`config.mk`:
```
export PLATFORM = sky130hd
export DESIGN_NAME = fifo_with_remove_at_position
export DESIGN_NICKNAME = d
export VERILOG_FILES = /design/src/rtl/core/fwrap_pkg.sv /design/src/rtl/core/fwrap_cell.sv /design/src/rtl/core/fwrap_ctrl.sv /design/src/rtl/core/fifo_with_remove_at_position.sv
export SDC_FILE = /design/constraint.sdc
export NUM_CORES = 1
export LEC_CHECK = 0
export BUFFER_PORTS_ARGS = -buffer_cell sky130_fd_sc_hd__buf_2
export CAP_MARGIN = 20
export CORE_MARGIN = 2
export CORE_UTILIZATION = 55
export DETAILED_ROUTE_END_ITERATION = 10
export HOLD_SLACK_MARGIN = 0.08
export PLACE_DENSITY = 0.74
export SYNTH_ARGS = -nofsm -noshare
export SYNTH_HDL_FRONTEND = slang
export SYNTH_SLANG_ARGS = --single-unit
```
`constraint.sdc`:
```
create_clock -name clk -period 11.4 [get_ports clk]
set_input_delay 1.14 -clock clk [delete_from_list [all_inputs] [get_ports clk]]
set_output_delay 1.14 -clock clk [all_outputs]
set_load 0.005 [all_outputs]
```
`src/rtl/core/fwrap_pkg.sv`:
```
// fwrap_pkg: shared types and constants for the queue with indexed removal
// no dependencies; used by fwrap_ctrl, fwrap_cell and the top level
package fwrap_pkg;

  localparam int DEPTH_DEF = 16;
  localparam int FUNC_W    = 2;
  localparam int DATA_W    = 32;
  localparam int POS_W     = 4;
  localparam int COUNT_W   = 5;
  localparam int ERR_W     = 2;

  typedef enum logic [FUNC_W-1:0] {
    FUNC_APPEND  = 2'd0,
    FUNC_POP     = 2'd1,
    FUNC_REMOVE  = 2'd2,
    FUNC_STATUS  = 2'd3
  } func_t;

  typedef enum logic [ERR_W-1:0] {
    ERR_OK    = 2'd0,
    ERR_FULL  = 2'd1,
    ERR_EMPTY = 2'd2,
    ERR_POS   = 2'd3
  } err_t;

  // per-slot command from the control unit
  typedef struct packed {
    logic load;   // take the appended value
    logic shift;  // take the right neighbor's value
  } cell_ctrl_t;

endpackage

```
`src/rtl/core/fwrap_cell.sv`:
```
// fwrap_cell: one storage slot of the queue chain
// depends on fwrap_pkg
module fwrap_cell (
  input  logic                              clk,
  input  fwrap_pkg::cell_ctrl_t             ctrl,
  input  logic signed [fwrap_pkg::DATA_W-1:0] in_data,
  input  logic signed [fwrap_pkg::DATA_W-1:0] next_data,
  output logic signed [fwrap_pkg::DATA_W-1:0] slot_q
);

  logic signed [fwrap_pkg::DATA_W-1:0] slot_r;

  // payload only, no reset
  always_ff @(posedge clk) begin
    if (ctrl.load) begin
      slot_r <= in_data;
    end else if (ctrl.shift) begin
      slot_r <= next_data;
    end
  end

  assign slot_q = slot_r;

endmodule

```
`src/rtl/core/fwrap_ctrl.sv`:
```
// fwrap_ctrl: occupancy counter, request checks and per-slot commands
// depends on fwrap_pkg
module fwrap_ctrl #(
  parameter int DEPTH = fwrap_pkg::DEPTH_DEF
) (
  input  logic                            clk,
  input  logic                            rst_n,
  input  logic                            req_fire,
  input  fwrap_pkg::func_t                req_func,
  input  logic [fwrap_pkg::POS_W-1:0]     req_pos,
  output fwrap_pkg::err_t                 req_err,
  output fwrap_pkg::cell_ctrl_t           cell_ctrl [DEPTH],
  output logic [$clog2(DEPTH+1)-1:0]      occ_q
);

  localparam int CNT_W = $clog2(DEPTH+1);

  logic [CNT_W-1:0]              occ_r, occ_nxt;
  logic                          is_full, is_empty, pos_bad;
  logic                          do_append, do_remove;
  logic [fwrap_pkg::POS_W-1:0]   rm_idx;
  logic [DEPTH-1:0]              load_vec;

  assign is_full  = (occ_r == CNT_W'(DEPTH));
  assign is_empty = (occ_r == '0);
  assign pos_bad  = (32'(req_pos) >= 32'(occ_r));

  always_comb begin
    req_err   = fwrap_pkg::ERR_OK;
    do_append = 1'b0;
    do_remove = 1'b0;
    rm_idx    = '0;
    case (req_func)
      fwrap_pkg::FUNC_APPEND: begin
        if (is_full) req_err = fwrap_pkg::ERR_FULL;
        else         do_append = 1'b1;
      end
      fwrap_pkg::FUNC_POP: begin
        if (is_empty) req_err = fwrap_pkg::ERR_EMPTY;
        else          do_remove = 1'b1;
      end
      fwrap_pkg::FUNC_REMOVE: begin
        rm_idx = req_pos;
        if (is_empty)     req_err = fwrap_pkg::ERR_EMPTY;
        else if (pos_bad) req_err = fwrap_pkg::ERR_POS;
        else              do_remove = 1'b1;
      end
      default: begin
      end
    endcase
  end

  // slot at the tail loads on append; slots from the removed one on shift left
  always_comb begin
    for (int i = 0; i < DEPTH; i++) begin
      load_vec[i]        = req_fire && do_append && (32'(occ_r) == 32'(i));
      cell_ctrl[i].load  = load_vec[i];
      cell_ctrl[i].shift = req_fire && do_remove && (32'(i) >= 32'(rm_idx));
    end
  end

  always_comb begin
    occ_nxt = occ_r;
    if (req_fire && do_append) begin
      occ_nxt = occ_r + 1'b1;
    end else if (req_fire && do_remove) begin
      occ_nxt = occ_r - 1'b1;
    end
  end

  always_ff @(posedge clk) begin
    if (!rst_n) begin
      occ_r <= '0;
    end else begin
      occ_r <= occ_nxt;
    end
  end

  assign occ_q = occ_r;

`ifndef SYNTH
  a_occ_bound: assert property (@(posedge clk) disable iff (!rst_n)
    occ_r <= CNT_W'(DEPTH))
    else $error("occupancy above depth");

  a_err_hold: assert property (@(posedge clk) disable iff (!rst_n)
    (req_fire && req_err != fwrap_pkg::ERR_OK) |=> $stable(occ_r))
    else $error("rejected request changed occupancy");

  a_append_inc: assert property (@(posedge clk) disable iff (!rst_n)
    (req_fire && do_append) |=> (occ_r == CNT_W'($past(occ_r) + 1'b1)))
    else $error("append did not grow occupancy");

  a_load_one: assert property (@(posedge clk) disable iff (!rst_n)
    $onehot0(load_vec))
    else $error("more than one slot loads");
`endif

endmodule

```
`src/rtl/core/fifo_with_remove_at_position.sv`:
```
// fifo_with_remove_at_position: top level of the queue with indexed removal
// depends on fwrap_pkg, fwrap_ctrl and fwrap_cell
//
// usage
//   input channel (in_valid/in_ready) carries one request per transaction:
//   in_func selects append at tail, remove head, remove at in_position
//   (position 0 is the head) or status only; in_elem_value is the value
//   appended. output channel (out_valid/out_ready) returns one result per
//   request: error code, head value (zero when empty), head valid and count,
//   all as seen after the request.
//   latency: the result is presented the cycle after the request is taken.
//   throughput: one transaction per cycle while out_ready stays high; every
//   slot of the cell chain loads or shifts in the same cycle, so a removal
//   at any position is taken at the same rate as an append.
//   stall: while a result waits with out_ready low, in_ready is low and the
//   queue state is frozen; it rises in the same cycle the result is taken.
//   rejected requests (append when full, removal when empty, position not
//   below the count) report an error and leave the queue unchanged.
//   reset: synchronous, active low; the queue comes up empty with no result
//   pending; slot contents are not cleared and are never shown until written.
module fifo_with_remove_at_position #(
  parameter int DEPTH = fwrap_pkg::DEPTH_DEF
) (
  input  logic                                 clk,
  input  logic                                 rst_n,
  input  logic                                 in_valid,
  output logic                                 in_ready,
  input  logic [fwrap_pkg::FUNC_W-1:0]         in_func,
  input  logic signed [fwrap_pkg::DATA_W-1:0]  in_elem_value,
  input  logic [fwrap_pkg::POS_W-1:0]          in_position,
  output logic                                 out_valid,
  input  logic                                 out_ready,
  output logic [fwrap_pkg::ERR_W-1:0]          out_error_code,
  output logic signed [fwrap_pkg::DATA_W-1:0]  out_head_value,
  output logic                                 out_head_valid,
  output logic [fwrap_pkg::COUNT_W-1:0]        out_count
);

  localparam int CNT_W = $clog2(DEPTH+1);

  logic                                 in_fire;
  logic                                 out_valid_r, out_valid_nxt;
  fwrap_pkg::err_t                      out_err_r;
  fwrap_pkg::err_t                      req_err;
  fwrap_pkg::cell_ctrl_t                cell_ctrl [DEPTH];
  logic [CNT_W-1:0]                     occ;
  logic signed [fwrap_pkg::DATA_W-1:0]  slot_data [DEPTH];

  // a new transaction is taken whenever the result register is free or drains
  assign in_ready = !out_valid_r || out_ready;
  assign in_fire  = in_valid && in_ready;

  fwrap_ctrl #(
    .DEPTH(DEPTH)
  ) u_ctrl (
    .clk      (clk),
    .rst_n    (rst_n),
    .req_fire (in_fire),
    .req_func (fwrap_pkg::func_t'(in_func)),
    .req_pos  (in_position),
    .req_err  (req_err),
    .cell_ctrl(cell_ctrl),
    .occ_q    (occ)
  );

  // chain of slots, slot 0 is the head; each takes its right neighbor on removal
  for (genvar i = 0; i < DEPTH; i++) begin : g_cell
    logic signed [fwrap_pkg::DATA_W-1:0] nb_data;
    if (i == DEPTH - 1) begin : g_last
      assign nb_data = slot_data[i];
    end else begin : g_mid
      assign nb_data = slot_data[i+1];
    end
    fwrap_cell u_cell (
      .clk      (clk),
      .ctrl     (cell_ctrl[i]),
      .in_data  (in_elem_value),
      .next_data(nb_data),
      .slot_q   (slot_data[i])
    );
  end

  always_comb begin
    out_valid_nxt = out_valid_r;
    if (in_fire) begin
      out_valid_nxt = 1'b1;
    end else if (out_ready) begin
      out_valid_nxt = 1'b0;
    end
  end

  always_ff @(posedge clk) begin
    if (!rst_n) begin
      out_valid_r <= 1'b0;
    end else begin
      out_valid_r <= out_valid_nxt;
    end
  end

  // error code is payload, captured with the request
  always_ff @(posedge clk) begin
    if (in_fire) begin
      out_err_r <= req_err;
    end
  end

  // queue state cannot move while a result is pending, so head and count
  // come straight from the state registers
  assign out_valid      = out_valid_r;
  assign out_error_code = out_err_r;
  assign out_head_valid = (occ != '0);
  assign out_head_value = out_head_valid ? slot_data[0] : '0;
  assign out_count      = fwrap_pkg::COUNT_W'(32'(occ));

endmodule
```
Word-level counts from Yosys, hierarchy flattened
Index checks and enable logic that the tools add are counted.
{ "op_classes": {"add_sub_neg": 2, "n_reduce_logical": 56, "n_eq_ne": 18, "n_lt_le_gt_ge": 16, "muxes": 47} }
{ "ops": {"columns": ["op", "count"], "rows": [
  ["2-to-1 mux 32 bit", 31],
  ["== test 5 x 4 -> 1 bit, second input constant", 8],
  ["logical AND 1 bit", 34],
  ["nonzero test 2 bit", 17],
  [">= comparator 4 bit, first input constant", 7],
  ["== test 5 x 3 -> 1 bit, second input constant", 4],
  [">= comparator 3 x 4 -> 1 bit, first input constant", 4],
  ["== test 5 x 2 -> 1 bit, second input constant", 2],
  ["2-to-1 mux 5 bit", 2],
  [">= comparator 1 x 4 -> 1 bit, first input constant", 2],
  [">= comparator 2 x 4 -> 1 bit, first input constant", 2],
  ["2-to-1 mux 1 bit", 8],
  ["2-to-1 mux 2 bit", 3],
  ["case mux 2 bit (3 select lines)", 1],
  ["adder 5 x 1 -> 5 bit, second input constant", 1],
  ["== test 5 x 1 -> 1 bit, second input constant", 1],
  ["== test 5 bit, second input constant", 1],
  [">= comparator 4 x 5 -> 1 bit", 1],
  ["logical NOT 5 bit", 1],
  ["nonzero test 5 bit", 1],
  ["subtractor 5 x 1 -> 5 bit, second input constant", 1],
  ["2-to-1 mux 4 bit", 1],
  ["== test 2 x 1 -> 1 bit, second input constant", 1],
  ["== test 2 bit, second input constant", 1],
  ["4 further kinds", 4]
]} }
{ "word_totals": {"out_inout_bits": 42, "in_bits": 42, "elab_cells": 158, "reg_bits": 520} }

Logic depth before layout (Yosys ltp)
{ "depth": {"ltp_word": 8, "mapped_depth": 10, "ltp_nobuf": 8} }

By module
A second synthesis with hierarchy kept.
{ "hier_totals": {"cells_unflattened": 1282, "hier_area_um2": 25491.9} }
{ "modules_own_cells": {"columns": ["mod", "n_inst", "seq_area_each_um2", "cells_each", "area_per_inst_um2"], "rows": [
  ["fwrap_cell", 16, 960.9, 69, 1507.7],
  ["fwrap_ctrl", 1, 100.1, 130, 952.2],
  ["fifo_with_remove_at_position", 1, 80.1, 48, 416.6]
]} }

Worst setup path before layout
Ideal clock, no wire load.
{ "synth_timing": {"path_kind": "input to register", "from": "input port in_position[0] (netlist bit)", "to": "register g_cell[2].u_cell.slot_r (netlist bit g_cell[2].u_cell.slot_q[0]), enable pin", "t_arrival_ps": 4726, "n_path_buf": 1, "path_slack_ps": 6205, "path_stages": 8, "required_ps": 10930, "setup_ps": 470, "path_cell_list": "inv_1 -> ha_1 -> nand2b_1 -> a211oi_1 -> nor4_1 -> or2_1 -> buf_2 -> o31ai_1"} }
{ "synth_via": {"elab_chain_cells": 7, "elab_cells_between_ends": 9, "cone_classes": "order compare: 2; mux: 4; reduce/logical: 3"} }
{ "synth_rtl": {"columns": ["element", "line_no", "text"], "rows": [
  ["start: declaration", "fifo_with_remove_at_position.sv:30", "input logic [fwrap_pkg::POS_W-1:0] in_position,"],
  [">= comparator 4 x 5 -> 1 bit", "fwrap_ctrl.sv:26", "assign pos_bad = (32'(req_pos) >= 32'(occ_r));"],
  ["2-to-1 mux 1 bit", "fwrap_ctrl.sv:45", "else if (pos_bad) req_err = fwrap_pkg::ERR_POS;"],
  ["2-to-1 mux 1 bit", "fwrap_ctrl.sv:44", "if (is_empty) req_err = fwrap_pkg::ERR_EMPTY;"],
  ["case mux 1 bit (2 select lines)", "fwrap_ctrl.sv:33", "case (req_func)"],
  ["logical AND 1 bit", "fwrap_ctrl.sv:58", "cell_ctrl[i].shift = req_fire && do_remove && (32'(i) >= 32'(rm_idx));"],
  ["logical AND 1 bit (*)", "fwrap_ctrl.sv:58", null],
  ["nonzero test 2 bit (no source line) (*)", null, null],
  ["end signal: assignment", "fwrap_cell.sv:16", "slot_r <= in_data;"],
  ["end signal: assignment", "fwrap_cell.sv:18", "slot_r <= next_data;"],
  ["end: declaration", "fwrap_cell.sv:11", "logic signed [fwrap_pkg::DATA_W-1:0] slot_r;"]
]} }
Every way passes the cells marked *; elsewhere a longest branch is shown, timed or not.
A chain may end at the register's enable or synchronous reset.

Worst setup path after layout
{ "layout_timing": {"from": "register u_ctrl.occ_r[0], in the netlist u_ctrl.occ_q[0]", "to": "output port out_head_value[0] (netlist bit)"} }
{ "layout_via": {"elab_chain_cells": 2} }
{ "layout_rtl": {"columns": ["element", "line_no", "text"], "rows": [
  ["start: declaration", "fwrap_ctrl.sv:18", "logic [CNT_W-1:0] occ_r, occ_nxt;"],
  ["start signal: assignment", "fwrap_ctrl.sv:75", "occ_r <= occ_nxt;"],
  ["nonzero test 5 bit", "fifo_with_remove_at_position.sv:111", "assign out_head_valid = (occ != '0);"],
  ["2-to-1 mux 32 bit", "fifo_with_remove_at_position.sv:112", "assign out_head_value = out_head_valid ? slot_data[0] : '0;"],
  ["end: declaration", "fifo_with_remove_at_position.sv:34", "output logic signed [fwrap_pkg::DATA_W-1:0] out_head_value,"]
]} }
Every way passes these cells.

==> flow_summary.yaml <==
clock_tree:
  post-cts-setup-buffer-count: 0
  tritoncts_clock_tree: "yes"
  clk-insertion-delay-late_ps: 560
  cts_root_buffer: "sky130_fd_sc_hd__clkbuf_16"
  clock_path_buffers: 3
  tritoncts.num_buffers: 52
  cts_resized: 0
  cts.sink_count: 520
  clk_pin_slew_ps: 60
  post_cts_hold_buffer_count: 0
  h-tree-depth: 2
timing:
  final-max-slew-violation-count: 0
  fin_setup_tns_ps: 0
  rsz0062_at_grt: "false"
  finalWorstPathRequiredPeriod_ps: 4040
  share_of_the_cycle_needed_by_the_critical_path_after_routing_pct: 35.5
  slew_headroom_pct: 29.9
  worst_slew_pin_slew_ps: 1050
  fmaxAchievable_mhz: 247
  finalHoldViolations: 0
  fin_worst_skew_ps: 22.3
  setup_viol_count_final: 0
floorplanning:
  floorplan.die.height_um: 207
  design.die.area_sq_um: 43000
  start_util_pct: 55.7
  area_of_the_core_region_sq_um: 40800
  placementRows: 74
  fp.dieW_um: 207
  io-pin-count: 84
global_routing:
  grt_pass1_vias: 10900
  grt_max_degree: 37
  number_of_antenna_violations_at_the_first_check_in_global_routing: 3
  grt_remaining_overflow: 0
  grt_pass1_wl_mm: 64.1
  gr-usage-all-layers_pct: 18.8
synth:
  yosysWarningCount: 0
  synth_cells: 1266
  synth_edf_count: 514
  synth_seq_area_share_pct: 68.4
  cell_area_after_technology_mapping_sq_um: 22700
  synthFlopType: "sky130_fd_sc_hd__edfxtp_1"
  post_synthesis_register_bit_count: 520
  asyncSetResetFlopFracSynth_pct: 0
  syn-num-nets: 1322
  syn-mean-instance-area_sq_um: 18.0
  netlist-cell-type-count: 48
finish:
  areaGrowthSynthToFinish_pct: 10.9
  utilization_pct: 61.7
  final_nets: 1383
  layout.filler_cells: 2846
  layout-drive-gt1-share_pct: 49.7
  n_antenna_cell: 0
worst_setup_path:
  critPathMaxFanout: 36
  critical_path.cell_chain: "inv_1 > ha_1 > nand2_2 > nor2_2 > clkinv_4 > and2_1 > buf_2"
  critPathCaptureType: "output pin"
  cp_slowest_cell: "sky130_fd_sc_hd__ha_1"
  worst-endpoint-arrival_ps: 2900
  crit_type: "flop to output pin"
  slowest_delay_ps: 530
  startpoint_type: "flop"
  worstPathRequired_ps: 10260
hold_path:
  worst_hold_path_type: "flop to flop"
route:
  wl_mm: 40.1
  num_vias: 10900
  dr.pass1.iters: 5
  detail_route.vias_per_cell: 5.74
  post-route-drc-count: 0
  detailed_router_s_first_iteration_violation_count: 758
  routed_wire_length_per_instance_um: 21.2
  number_of_antenna_violating_nets_in_the_routed_design: 0
power_and_ir_drop:
  cellLeakagePower_nw: 8.39
  total_switching_power_w: 0.000752
  clock_power_share_pct: 42.2
  ir_worst_vdd_mv: 0.126
  swShare_pct: 19.7
  int_pwr_w: 0.00306
  power.share.sequential_pct: 54.9
  combinational_power_share_pct: 2.9
  power_per_cell_area_nw_per_um2: 151
outcome:
  result_of_the_run: "finished, final reports clean"
placed_design:
  routabilityCongestion: 0.976
  port_buffers: 83
  dp_hpwl_mm: 25.8
run:
  maxCapViolCount: 0
-- critical path: cells and delay by family (launching register included) --
family,cells,cell delay [ps]
buf+inv,3,660
flops,1,400
fa+ha+maj,1,530
simple gates,3,760
-- sequential cells by signal, indices dropped and copies added, names as in the netlist --
name	cells
u_ctrl.occ_q	5
g_cell.u_cell.slot_q	512
out_valid	1
out_error_code	2
-- power groups by stage --
stage                     Combinational, W  Clock [W]  Sequential [W]
final                             0.000109    0.00161         0.00209
after global routing              0.000119    0.00171         0.00209
after CTS                         0.000109    0.00164         0.00209
after detailed placement          0.000107          0         0.00213
after global placement            0.000105          0         0.00213
after floorplan                  0.0000562          0         0.00213
-- stage by stage --
step	total power (W)	hold slack [ps]	worst slack, ps	area, sq um	instances
floorplan	0.00219	501	6200	22700	1266
global placement	0.00224	504	7050	23600	1803
detailed placement	0.00224	511	6950	23600	1803
CTS	0.00384	523	7380	25200	1896
global route	0.00392	549	7190	25200	1898
finish	0.00381	519	7360	25200	1898
-- area by class of cell --
type,count,area [sq um],share of cell area (%)
clock inverters,22,200,0.794
well taps,532,666,2.64
inverters,11,46.3,0.184
multi-input cells,645,6790,27.0
repair buffers,97,546,2.16
clock buffers,71,1390,5.53
flip-flops and latches,520,15600,61.7
-- Yosys cell counts, types with 6 or more instances --
| cell | n | share of area [%] |
|---|---|---|
| sky130_fd_sc_hd__and2_1 | 39 | 1.1 |
| sky130_fd_sc_hd__and3_1 | 6 | 0.17 |
| sky130_fd_sc_hd__buf_2 | 33 | 0.73 |
| sky130_fd_sc_hd__buf_4 | 14 | 0.46 |
| sky130_fd_sc_hd__clkbuf_1 | 38 | 0.63 |
| sky130_fd_sc_hd__dfxtp_1 | 6 | 0.53 |
| sky130_fd_sc_hd__edfxtp_1 | 514 | 68 |
| sky130_fd_sc_hd__ha_1 | 14 | 0.77 |
| sky130_fd_sc_hd__inv_1 | 9 | 0.15 |
| sky130_fd_sc_hd__mux2_2 | 475 | 24 |
| sky130_fd_sc_hd__nand2_1 | 10 | 0.17 |
| sky130_fd_sc_hd__nand3_2 | 8 | 0.35 |
| sky130_fd_sc_hd__nor2_1 | 8 | 0.13 |
| sky130_fd_sc_hd__o21ai_0 | 8 | 0.18 |
-- layer usage --
layer / wire length (um) / global-route usage (%) / part of all wire, %
met4: 772 / 4.90 / 1.9
met3: 2610 / 5.11 / 6.5
met1: 19300 / 28.7 / 48
met2: 17400 / 26.9 / 43
met5: 40 / 0 / 0.10
-- cell usage in the layout (no fill, tap or decap), drive strengths merged, types with 6 or more instances in the layout --
master / instances
dfxtp: 6
and3: 6
edfxtp: 514
nand3: 12
clkbuf: 71
ha: 14
and2: 39
clkinv: 18
nor2: 14
inv: 10
o21ai: 8
buf: 97
mux2: 480
nor3: 9
nand2: 13
-- worst paths after layout --
| kind | startpoint | endpoint | slack (ps) | depth (start not counted) |
|---|---|---|---|---|
| max | u_ctrl.occ_q[0] | out_head_value[0] | 7360 | 7 |
| min | g_cell[10].u_cell.slot_q[31] | g_cell[9].u_cell.slot_q[31] | 520 | 1 |
| max reg2reg | u_ctrl.occ_q[3] | g_cell[10].u_cell.slot_q[0] | 7490 | 6 |
| min reg2reg | g_cell[10].u_cell.slot_q[31] | g_cell[9].u_cell.slot_q[31] | 520 | 1 |
-- cell families after synthesis --
family	count (synthesis)	synth area share (%)
and+or+nand+nor	111	3.46
AOI/OAI and AO/OA	37	1.13
DFF	520	68.4
buffers and inverters	101	2.27
adders and majority gates	14	0.771
muxes	483	23.9
(Power assumes the default switching activity.)
